<file path="config.mk">
export PLATFORM = sky130hd
export DESIGN_NAME = sparse_tensor_block_encoder
export DESIGN_NICKNAME = d
export VERILOG_FILES = /design/src/rtl/sbe_pkg.sv /design/src/rtl/sbe_in_stage.sv /design/src/rtl/sbe_core.sv /design/src/rtl/sparse_tensor_block_encoder.sv
export SDC_FILE = /design/constraint.sdc
export NUM_CORES = 2
export LEC_CHECK = 0
export BUFFER_PORTS_ARGS = -buffer_cell sky130_fd_sc_hd__buf_2
export CORE_UTILIZATION = 40
export DETAILED_ROUTE_END_ITERATION = 8
export PLACE_DENSITY = 0.56
export SLEW_MARGIN = 20
export SYNTH_ARGS = -nofsm -noshare
export SYNTH_HDL_FRONTEND = slang
export SYNTH_SLANG_ARGS = --single-unit
export TNS_END_PERCENT = 100
</file>
<file path="constraint.sdc">
create_clock -name clk -period 25.7 [get_ports clk]
set_input_delay 5.14 -clock clk [delete_from_list [all_inputs] [get_ports clk]]
set_output_delay 5.14 -clock clk [all_outputs]
set_load 0.05 [all_outputs]
</file>
<file path="src/rtl/sbe_pkg.sv">
`default_nettype none
package sbe_pkg;

  // active modes of the tensor; the coordinate ports always carry three
  localparam int NUM_MODES = 3;
  localparam int MAX_MODES = 3;

  localparam int COORD_W   = 32;
  localparam int ELEM_W    = 8;
  localparam int CNT_W     = 32;
  localparam int CFG_IDX_W = 2;
  localparam int CFG_DAT_W = 5;

  localparam logic [3:0] BLOCK_BITS_RST  = 4'd7;
  localparam logic [4:0] KERNEL_BITS_RST = 5'd20;
  localparam logic [4:0] CHUNK_BITS_RST  = 5'd14;

  typedef enum logic [CFG_IDX_W-1:0] {
    CFG_BLOCK_BITS  = 2'd0,
    CFG_KERNEL_BITS = 2'd1,
    CFG_CHUNK_BITS  = 2'd2
  } cfg_index_t;

  typedef struct packed {
    logic [3:0] block_bits;
    logic [4:0] kernel_bits;
    logic [4:0] chunk_bits;
  } cfg_t;

  typedef struct packed {
    logic [MAX_MODES-1:0][COORD_W-1:0] coord;
    logic [COORD_W-1:0]                value;
  } nz_item_t;

  typedef struct packed {
    logic [MAX_MODES-1:0][ELEM_W-1:0]  elem;
    logic [COORD_W-1:0]                value;
    logic                              new_block;
    logic [CNT_W-1:0]                  block_number;
    logic [MAX_MODES-1:0][COORD_W-1:0] blk;
    logic [CNT_W-1:0]                  nz_position;
    logic [1:0]                        chunk_marks;
    logic                              new_kernel;
  } result_t;

  function automatic logic [CNT_W-1:0] sat_inc(input logic [CNT_W-1:0] v);
    return (v == '1) ? v : v + CNT_W'(1);
  endfunction

endpackage
`default_nettype wire

</file>
<file path="src/rtl/sbe_in_stage.sv">
`default_nettype none
module sbe_in_stage (
  input  wire logic              clk,
  input  wire logic              rst,
  input  wire logic              up_valid,
  output logic                   up_ready,
  input  wire sbe_pkg::nz_item_t up_item,
  output logic                   dn_valid,
  input  wire logic              dn_ready,
  output sbe_pkg::nz_item_t      dn_item
);
  import sbe_pkg::*;

  logic     valid;
  logic     valid_next;
  nz_item_t item;

  assign up_ready = !valid || dn_ready;
  assign dn_valid = valid;
  assign dn_item  = item;

  always_comb begin
    if (up_valid && up_ready) begin
      valid_next = 1'b1;
    end else if (dn_ready) begin
      valid_next = 1'b0;
    end else begin
      valid_next = valid;
    end
  end

  always_ff @(posedge clk) begin
    if (rst) begin
      valid <= 1'b0;
    end else begin
      valid <= valid_next;
    end
  end

  // unused modes are forced to zero so they never flag a change
  always_ff @(posedge clk) begin
    if (up_valid && up_ready) begin
      item.value <= up_item.value;
      for (int m = 0; m < MAX_MODES; m++) begin
        item.coord[m] <= (m < NUM_MODES) ? up_item.coord[m] : '0;
      end
    end
  end

endmodule
`default_nettype wire

</file>
<file path="src/rtl/sbe_core.sv">
`default_nettype none
module sbe_core (
  input  wire logic              clk,
  input  wire logic              rst,
  input  wire sbe_pkg::cfg_t     cfg,
  input  wire logic              item_valid,
  output logic                   item_ready,
  input  wire sbe_pkg::nz_item_t item,
  output logic                   res_valid,
  input  wire logic              res_ready,
  output sbe_pkg::result_t       res
);
  import sbe_pkg::*;

  logic [MAX_MODES-1:0][COORD_W-1:0] prior_block;
  logic [MAX_MODES-1:0][COORD_W-1:0] prior_kernel;
  logic [CNT_W-1:0] nz_count;
  logic [CNT_W-1:0] block_count;
  logic [CNT_W-1:0] block_fill;
  logic [CNT_W-1:0] chunk_fill;
  logic             started;

  logic [MAX_MODES-1:0][COORD_W-1:0] prior_block_next;
  logic [MAX_MODES-1:0][COORD_W-1:0] prior_kernel_next;
  logic [CNT_W-1:0] block_count_next;
  logic [CNT_W-1:0] block_fill_next;
  logic [CNT_W-1:0] chunk_fill_next;

  logic [MAX_MODES-1:0][COORD_W-1:0] blk;
  logic [MAX_MODES-1:0][COORD_W-1:0] ker;
  logic [ELEM_W-1:0] emask;
  logic [CNT_W:0]    threshold;
  logic [CNT_W:0]    fill_sum;
  logic [CNT_W-1:0]  chunk_base;
  logic              blk_changed;
  logic              ker_changed;
  logic              new_block;
  logic              new_kernel;
  logic [1:0]        marks;
  logic              advance;
  result_t           res_next;

  assign item_ready = !res_valid || res_ready;
  assign advance    = item_valid && item_ready;

  always_comb begin
    for (int m = 0; m < MAX_MODES; m++) begin
      blk[m] = item.coord[m] >> cfg.block_bits;
      ker[m] = item.coord[m] >> cfg.kernel_bits;
    end
    emask       = ~({ELEM_W{1'b1}} << cfg.block_bits);
    threshold   = (CNT_W+1)'(1) << cfg.chunk_bits;
    blk_changed = (blk != prior_block);
    ker_changed = (ker != prior_kernel);
  end

  // kernel start clears the chunk fill before the closing block is judged
  always_comb begin
    prior_block_next  = prior_block;
    prior_kernel_next = prior_kernel;
    block_count_next  = block_count;
    block_fill_next   = block_fill;
    chunk_base        = ker_changed ? '0 : chunk_fill;
    fill_sum          = {1'b0, chunk_base} + {1'b0, block_fill};
    chunk_fill_next   = chunk_fill;
    new_block         = 1'b0;
    new_kernel        = 1'b0;
    marks             = 2'd0;
    if (!started) begin
      new_block         = 1'b1;
      new_kernel        = 1'b1;
      marks             = 2'd1;
      chunk_fill_next   = '0;
      block_fill_next   = CNT_W'(1);
      prior_block_next  = blk;
      prior_kernel_next = ker;
    end else begin
      if (ker_changed) begin
        new_kernel        = 1'b1;
        marks             = 2'd1;
        prior_kernel_next = ker;
      end
      chunk_fill_next = chunk_base;
      if (blk_changed) begin
        new_block = 1'b1;
        if (fill_sum >= threshold) begin
          marks           = marks + 2'd1;
          chunk_fill_next = '0;
        end else begin
          chunk_fill_next = fill_sum[CNT_W] ? '1 : fill_sum[CNT_W-1:0];
        end
        block_count_next = sat_inc(block_count);
        block_fill_next  = CNT_W'(1);
        prior_block_next = blk;
      end else begin
        block_fill_next = sat_inc(block_fill);
      end
    end
  end

  always_comb begin
    for (int m = 0; m < MAX_MODES; m++) begin
      res_next.elem[m] = item.coord[m][ELEM_W-1:0] & emask;
    end
    res_next.value        = item.value;
    res_next.new_block    = new_block;
    res_next.block_number = block_count_next - CNT_W'(1);
    res_next.blk          = blk;
    res_next.nz_position  = nz_count;
    res_next.chunk_marks  = marks;
    res_next.new_kernel   = new_kernel;
  end

  always_ff @(posedge clk) begin
    if (rst) begin
      prior_block  <= '0;
      prior_kernel <= '0;
      nz_count     <= '0;
      block_count  <= CNT_W'(1);
      block_fill   <= '0;
      chunk_fill   <= '0;
      started      <= 1'b0;
      res_valid    <= 1'b0;
    end else begin
      if (advance) begin
        prior_block  <= prior_block_next;
        prior_kernel <= prior_kernel_next;
        nz_count     <= sat_inc(nz_count);
        block_count  <= block_count_next;
        block_fill   <= block_fill_next;
        chunk_fill   <= chunk_fill_next;
        started      <= 1'b1;
        res_valid    <= 1'b1;
      end else if (res_ready) begin
        res_valid <= 1'b0;
      end
    end
  end

  always_ff @(posedge clk) begin
    if (advance) begin
      res <= res_next;
    end
  end

  a_kernel_marks: assert property (@(posedge clk) disable iff (rst)
    res_valid && res.new_kernel |-> res.chunk_marks != 2'd0)
    else $error("kernel start without a chunk mark");

  a_double_mark: assert property (@(posedge clk) disable iff (rst)
    res_valid && res.chunk_marks == 2'd2 |-> res.new_block && res.new_kernel)
    else $error("two chunk marks without a block and kernel start");

  a_nz_count: assert property (@(posedge clk) disable iff (rst)
    advance && nz_count != '1 |=> nz_count == $past(nz_count) + CNT_W'(1))
    else $error("nonzero count missed a transaction");

  a_idle_state: assert property (@(posedge clk) disable iff (rst)
    !started |-> nz_count == '0 && block_count == CNT_W'(1) && !res_valid)
    else $error("state moved before the first transaction");

endmodule
`default_nettype wire

</file>
<file path="src/rtl/sparse_tensor_block_encoder.sv">
`default_nettype none
// Streaming block encoder for a sorted 3-mode coordinate tensor. Each nonzero
// transaction on the input channel yields exactly one result transaction with
// block coordinates, offsets inside the block, the value, new block and new
// kernel flags, block number, nonzero position and chunk marks. One nonzero
// is taken every clock cycle unless the result is stalled; it passes the input
// register, then the result register, and the per-item shift, compare and fill
// add form the state update loop. Configuration writes (block_bits, kernel_bits,
// chunk_bits at indexes 0..2, other indexes ignored) take effect on the next
// cycle and must only be issued while no transaction is in flight.
module sparse_tensor_block_encoder (
  input  wire logic                          clk,
  input  wire logic                          rst,
  input  wire logic                          in_valid,
  output logic                               in_ready,
  input  wire logic [sbe_pkg::COORD_W-1:0]   coord_0,
  input  wire logic [sbe_pkg::COORD_W-1:0]   coord_1,
  input  wire logic [sbe_pkg::COORD_W-1:0]   coord_2,
  input  wire logic [sbe_pkg::COORD_W-1:0]   nz_value,
  output logic                               out_valid,
  input  wire logic                          out_ready,
  output logic [sbe_pkg::ELEM_W-1:0]         elem_0,
  output logic [sbe_pkg::ELEM_W-1:0]         elem_1,
  output logic [sbe_pkg::ELEM_W-1:0]         elem_2,
  output logic [sbe_pkg::COORD_W-1:0]        out_value,
  output logic                               new_block,
  output logic [sbe_pkg::CNT_W-1:0]          block_number,
  output logic [sbe_pkg::COORD_W-1:0]        block_0,
  output logic [sbe_pkg::COORD_W-1:0]        block_1,
  output logic [sbe_pkg::COORD_W-1:0]        block_2,
  output logic [sbe_pkg::CNT_W-1:0]          nz_position,
  output logic [1:0]                         chunk_marks,
  output logic                               new_kernel,
  input  wire logic                          cfg_write,
  input  wire logic [sbe_pkg::CFG_IDX_W-1:0] cfg_index,
  input  wire logic [sbe_pkg::CFG_DAT_W-1:0] cfg_data
);
  import sbe_pkg::*;

  cfg_t     cfg;
  nz_item_t in_item;
  nz_item_t st_item;
  logic     st_valid;
  logic     st_ready;
  result_t  res;

  always_ff @(posedge clk) begin
    if (rst) begin
      cfg.block_bits  <= BLOCK_BITS_RST;
      cfg.kernel_bits <= KERNEL_BITS_RST;
      cfg.chunk_bits  <= CHUNK_BITS_RST;
    end else if (cfg_write) begin
      unique case (cfg_index)
        CFG_BLOCK_BITS:  cfg.block_bits  <= cfg_data[3:0];
        CFG_KERNEL_BITS: cfg.kernel_bits <= cfg_data;
        CFG_CHUNK_BITS:  cfg.chunk_bits  <= cfg_data;
        default: ;
      endcase
    end
  end

  assign in_item.coord[0] = coord_0;
  assign in_item.coord[1] = coord_1;
  assign in_item.coord[2] = coord_2;
  assign in_item.value    = nz_value;

  sbe_in_stage u_in_stage (
    .clk      (clk),
    .rst      (rst),
    .up_valid (in_valid),
    .up_ready (in_ready),
    .up_item  (in_item),
    .dn_valid (st_valid),
    .dn_ready (st_ready),
    .dn_item  (st_item)
  );

  sbe_core u_core (
    .clk        (clk),
    .rst        (rst),
    .cfg        (cfg),
    .item_valid (st_valid),
    .item_ready (st_ready),
    .item       (st_item),
    .res_valid  (out_valid),
    .res_ready  (out_ready),
    .res        (res)
  );

  assign elem_0       = res.elem[0];
  assign elem_1       = res.elem[1];
  assign elem_2       = res.elem[2];
  assign out_value    = res.value;
  assign new_block    = res.new_block;
  assign block_number = res.block_number;
  assign block_0      = res.blk[0];
  assign block_1      = res.blk[1];
  assign block_2      = res.blk[2];
  assign nz_position  = res.nz_position;
  assign chunk_marks  = res.chunk_marks;
  assign new_kernel   = res.new_kernel;

endmodule
`default_nettype wire
</file>
# ---- After elaboration in Yosys (flattened, before gate mapping)
# Cells that the tools add are included.
dict set report classes {
  n_addsub 6
  n_lt_le_gt_ge 1
  eq_ne 10
  shift 8
  n_mux 25
  n_bitwise 5
  n_reduce_logical 16
}
# operator count
set op_table {}
lappend op_table {{$mux 96} 4}
lappend op_table {{$mux 32} 11}
lappend op_table {{$ne 96x96->1} 2}
lappend op_table {{$add 32x1->32 const B} 3}
lappend op_table {{$eq 32x32->1 const B} 3}
lappend op_table {{$shr 32x4->32} 3}
lappend op_table {{$shr 32x5->32} 3}
lappend op_table {{$add 32x32->33} 1}
lappend op_table {{$ge 33x33->1} 1}
lappend op_table {{$shl 1x5->33 const A} 1}
lappend op_table {{$sub 32x1->32 const B} 1}
lappend op_table {{$and 8x8->8} 3}
lappend op_table {{$reduce_and 2->1} 7}
lappend op_table {{$not 8->8} 1}
lappend op_table {{$shl 8x4->8 const A} 1}
lappend op_table {{$mux 1} 7}
lappend op_table {{$mux 2} 3}
lappend op_table {{$ne 2x2->1 const B} 2}
lappend op_table {{$reduce_bool 2->1} 2}
lappend op_table {{$ne 3x3->1 const B} 1}
lappend op_table {{$add 2x1->2 const B} 1}
lappend op_table {{$eq 2x1->1 const B} 1}
lappend op_table {{$eq 2x2->1 const B} 1}
lappend op_table {{$logic_and 1x1->1} 2}
lappend op_table {{other kinds (4)} 6}
dict set report totals {
  reg_bits 685
  input_bits 140
  output_inout_bits 222
  elab_cells 103
}

# ---- Depth between registers and ports, before layout
dict set report logic_depth {
  word_depth 8
  ltp_mapped 42
  depth_no_buf 35
}

# ---- By module
# From an unflattened synthesis, not the netlist that was laid out.
dict set report unflattened {
  cells_unflattened 4222
  area_unflattened_um2 41885.2
}
# mod n_inst cells_each area_per_inst_um2 seq_area_each_um2
set by_module_without_submodules {}
lappend by_module_without_submodules {sbe_core 1 4030 37390.9 13052.5}
lappend by_module_without_submodules {sbe_in_stage 1 133 3898.7 3863.7}
lappend by_module_without_submodules {sparse_tensor_block_encoder 1 59 595.6 280.3}

# ---- Worst setup path after synthesis
# Ideal clock, no wire load.
dict set report synth_path {
  path_kind {input-to-reg}
  start {input port out_ready}
  end {register u_core.block_count[1]}
  setup_time_ps 454
  arrival_time_ps 11853
  t_required_ps 25246
  path_slack_ps 13392
  cell_stages 5
  path_buffers 1
  cell_sequence {nor2b_1 > nand2b_1 > inv_2 > clkbuf_1 > a211oi_1}
}
dict set report synth_between {
  elab_chain_cells 2
}
# element line_no
set synth_rtl {}
lappend synth_rtl {{start: declaration} sparse_tensor_block_encoder.sv:21} ;# input wire logic out_ready,
lappend synth_rtl {{$logic_or 1x1->1} sbe_core.sv:43} ;# assign item_ready = !res_valid || res_ready;
lappend synth_rtl {{$logic_and 1x1->1} sbe_core.sv:44} ;# assign advance = item_valid && item_ready;
lappend synth_rtl {{net u_core.advance} sbe_core.sv:40} ;# logic advance;
lappend synth_rtl {{end signal: assignment} sbe_core.sv:129} ;# block_count <= block_count_next;
lappend synth_rtl {{end: declaration} sbe_core.sv:18} ;# logic [CNT_W-1:0] block_count;
# The timed path passes the listed nets, and every way through them passes these cells.
# A chain may end at the register's enable or synchronous reset.

# ---- Worst setup path after layout
dict set report layout_path {
  start {register, netlist name cfg[5]}
  end {register u_core.chunk_fill[12]}
}
dict set report layout_between {
  elab_chain_cells 8
  word_cells_on_any_way 11
  classes_between {1 x add/sub; 1 x order compare; 1 x eq/ne; 3 x shift; 5 x mux}
}
# element line_no
set layout_rtl {}
lappend layout_rtl {{$shr 32x5->32} sbe_core.sv:49} ;# ker[m] = item.coord[m] >> cfg.kernel_bits;
lappend layout_rtl {{$ne 96x96->1 (*)} sbe_core.sv:54} ;# ker_changed = (ker != prior_kernel);
lappend layout_rtl {{$mux 32 (*)} sbe_core.sv:63} ;# chunk_base = ker_changed ? '0 : chunk_fill;
lappend layout_rtl {{$add 32x32->33} sbe_core.sv:64} ;# fill_sum = {1'b0, chunk_base} + {1'b0, block_fill};
lappend layout_rtl {{$ge 33x33->1 / $mux 32 (equally long branches)} {sbe_core.sv:86, sbe_core.sv:90}}
lappend layout_rtl {{$mux 32} sbe_core.sv:86} ;# if (fill_sum >= threshold) begin
lappend layout_rtl {{$mux 32 (*)} sbe_core.sv:84} ;# if (blk_changed) begin
lappend layout_rtl {{$mux 32 (*)} sbe_core.sv:69} ;# if (!started) begin
lappend layout_rtl {{end signal: assignment} sbe_core.sv:131} ;# chunk_fill <= chunk_fill_next;
lappend layout_rtl {{end: declaration} sbe_core.sv:20} ;# logic [CNT_W-1:0] chunk_fill;
# Every way passes the cells marked *; elsewhere a longest branch is shown, timed or not.

==> impl_results.md <==
* Flop2flop setup slack at approximately 14 ns
* Slew headroom at 0.116
* Final Skew at 0.0520 ns
* Register bit total from synthesis at approximately 700
* Post-route ant nets at 0
* Die ar. at between 100000 and 150000 um2
* Total GRT Usage at 0.273
* Die X at 322 um
* Post-CTS Hold Buffers at 0
* CP Launch Type: flip-flop
* Ys Warns at 0
* HP Class: flip-flop to flip-flop
* Synth top cells by count: 480 x nand2_1, 414 x nor2_1, 348 x edfxtp_1
* # IOs at 362
* Worst-path fanout max at 57
* R2R Path End: u_core.chunk_fill[12]$_SDFFE_PP0P_
* CTS tree: done
* Setup WS pre-CTS at 14.33 ns
* Design Area, Final at 46500 um2
* Post-CTS Setup Bufs at 0
* Sequential-to-total area share from yosys stat at 0.419
* Syn_nets at 4316
* CTS Buf Count at 79
* Synth cell types at 97
* Hold depth at 0
* Slowest CP cell: dfxtp_4
* H-tree depth at 3
* Worst setup endpoint: u_core.chunk_fill[12]$_SDFFE_PP0P_
* Cell area after technology mapping at 41000 um2
* Antenna violations before repair at 2
* Clk root buf: clkbuf_16
* P_leak at roughly 18 nW
* Ys flop type: edfxtp_1
* Async S/R FF share, synth at 0
* Worst setup path startpoint: cfg[5]$_SDFFE_PP0P_
* Worst R2R Start: cfg[5]$_SDFFE_PP0P_
* Area contributors post-synth: edfxtp_1 25%, dfxtp_1 16%, mux4_2 9.7%
* HPWL after detailed placement at 104000 um
* Fin. Hold Viols at 0
* Final Max Slew Viols at 0
* Initial DRC Count at around 4100
* VDD IR max at approximately 0.06 mV
* First-pass GRT wire length at 212000 um
* Rows at 117
* Crit Path Category: flip-flop to flip-flop
* Ratio of cells with drive above 1 in the final layout at 0.189
* Fmax at 87.5 MHz
* WL per Instance at 25.3 um
* Max clock buf depth at 3
* Port bufs at 361
* Starting density of the core at 0.403
* Remaining DRCs at 0
* Worst skew pair latency at 0.68 ns
* Placeable Area at 102000 um2
* WP data required at roughly 26 ns
* CP endpoint kind: flip-flop
* Non-Filler Instances at 5745
* Largest net degree at the start of global routing at 139
* Crit-path most repeated cell: a21o_1
* First-pass detailed-route iteration total at 9
* Worst Path Arrival at 11.99 ns
* Outcome: finished clean
* Post-synth top area cell: edfxtp_1
* Reg clk slew, reported paths at around 0.060 ns
* Final Core Density at 0.457
* DR vias at ~34000
* Total Neg Setup Slack at 0 ns
* Post-DR vias/cell at 5.99
* Post-synth top area share at 0.255
* Avg Synthesized Cell Area at 9.99 um2
* Cells after Synth at about 4000
* EDFF count, synth at between 300 and 400
* Fin crit share at 0.445
* Slew @ Worst Pin at ~1.3 ns
* Period minus WS final at 11.43 ns
* Maximum Capacitance Violations at 0
* Setup violators final at 0
* Total grt overflow at 0
* RSZ-0062 raised after global routing: false
* Top-count cell post-synth: nand2_1
* Total wire length at approximately 150000 um
* Area grow syn2layout at 13.3%
* CP peak stage delay at about 0.92 ns
* Vias in the first global route at 31600
* Placed Area at 43700 um2
* CTS resizes at 0
* # nets final at 4520
* Power Density at ~64 nW/um2
* Clock Sink Count at 685
* R2r worst-path depth at 33
* Placed Cells incl. Taps at 5598
* Final worst slack at 14.27 ns
* Die H at between 300 and 400 um
* RePlAce Congestion at 0.999
## worst min path at each step
stage,to,startpoint,slack (ns)
final,u_core.res[166]$_DFFE_PP_,u_in_stage.dn_item[2]$_DFFE_PP_,0.40
after global routing,u_core.res[171]$_DFFE_PP_,u_in_stage.dn_item[7]$_DFFE_PP_,0.42
after CTS,u_core.res[166]$_DFFE_PP_,u_in_stage.dn_item[2]$_DFFE_PP_,0.41
after detailed placement,u_core.res[171]$_DFFE_PP_,u_in_stage.dn_item[7]$_DFFE_PP_,0.40
after global placement,u_core.res[191]$_DFFE_PP_,u_in_stage.dn_item[27]$_DFFE_PP_,0.40
after floorplan,u_core.res[164]$_DFFE_PP_,u_in_stage.dn_item[0]$_DFFE_PP_,0.40
## cell usage in the layout, fill, tap and decap left out, types with 13 or more instances in the layout
cell type,n
xor2_1,158
a21o_1,31
nand2b_1,26
nand2_1,478
nand3b_1,20
clkbuf_16,80
buf_2,360
a22oi_1,61
nor2_1,413
clkbuf_1,15
a31oi_1,32
and2_1,82
or2_2,15
buf_4,50
nor4_1,22
o32ai_1,13
xnor2_1,131
a221oi_1,14
nand4_1,54
nand3_1,84
o21ai_0,102
ha_1,68
inv_1,65
or3_1,36
and3_1,43
dfxtp_1,331
mux4_2,176
a21oi_1,266
edfxtp_1,348
a211oi_1,73
nor3b_1,16
o22ai_1,39
mux2_2,63
mux2i_1,203
nor2b_1,37
nor3_1,85
## layout make-up
class | instances | area [um2]
Fill cell | 9665 | 55200
Multi-Input combinational cell | 3064 | 22300
Sequential cell | 685 | 17200
Clock buffer | 105 | 2200
Timing Repair Buffer | 411 | 2190
Tap cell | 1368 | 1710
Clock inverter | 40 | 576
Inverter | 70 | 272
Antenna cell | 2 | 5.00
## metal layers
| layer | global-route usage | part of all wire |
|---|---|---|
| met1 | 0.382 | 0.42 |
| met2 | 0.400 | 0.43 |
| met3 | 0.0730 | 0.11 |
| met4 | 0.106 | 0.040 |
| met5 | 0 | 0 |
## critical path: cells and delay by family, from the launching register on
family / cells / cell delay, ns
AOI/OAI and AO/OA: 14 / 4.26
and+or+nand+nor: 11 / 2.56
buffers and inverters: 3 / 1.67
muxes: 2 / 1.07
DFF: 1 / 0.92
adders and majority gates: 2 / 0.60
xor gates and xnor gates: 1 / 0.12
## where the power goes
part / internal [mW] / switching (mW)
Combinational: 0.170 / 0.341
Sequential: 1.21 / 0.0688
Clock: 0.709 / 0.491
Total: 2.09 / 0.902
## state kept, by name (all words and copies together) (netlist names), 14 cells and up
| name | flops |
|---|---|
| u_core.prior_block | 96 |
| u_core.prior_kernel | 96 |
| u_core.block_count | 32 |
| u_core.nz_count | 32 |
| u_core.block_fill | 32 |
| u_core.res | 220 |
| u_in_stage.dn_item | 128 |
| cfg | 14 |
| u_core.chunk_fill | 32 |
## per-stage QoR
stage	power, mW	hold slack, ns
finish	2.99	0.396
global route	3.08	0.418
CTS	3.00	0.412
detailed placement	1.79	0.405
global placement	1.79	0.400
floorplan	1.62	0.400
## kinds of logic after synthesis
| logic type | Yosys count | share of synthesized area |
|---|---|---|
| compound gates | 792 | 0.127 |
| fa+ha+maj | 69 | 0.0212 |
| mux | 445 | 0.165 |
| buf+inv | 358 | 0.0384 |
| flops | 685 | 0.419 |
| xor+xnor | 289 | 0.0617 |
| simple gates | 1469 | 0.168 |
Power figures use the tool's default switching activity.
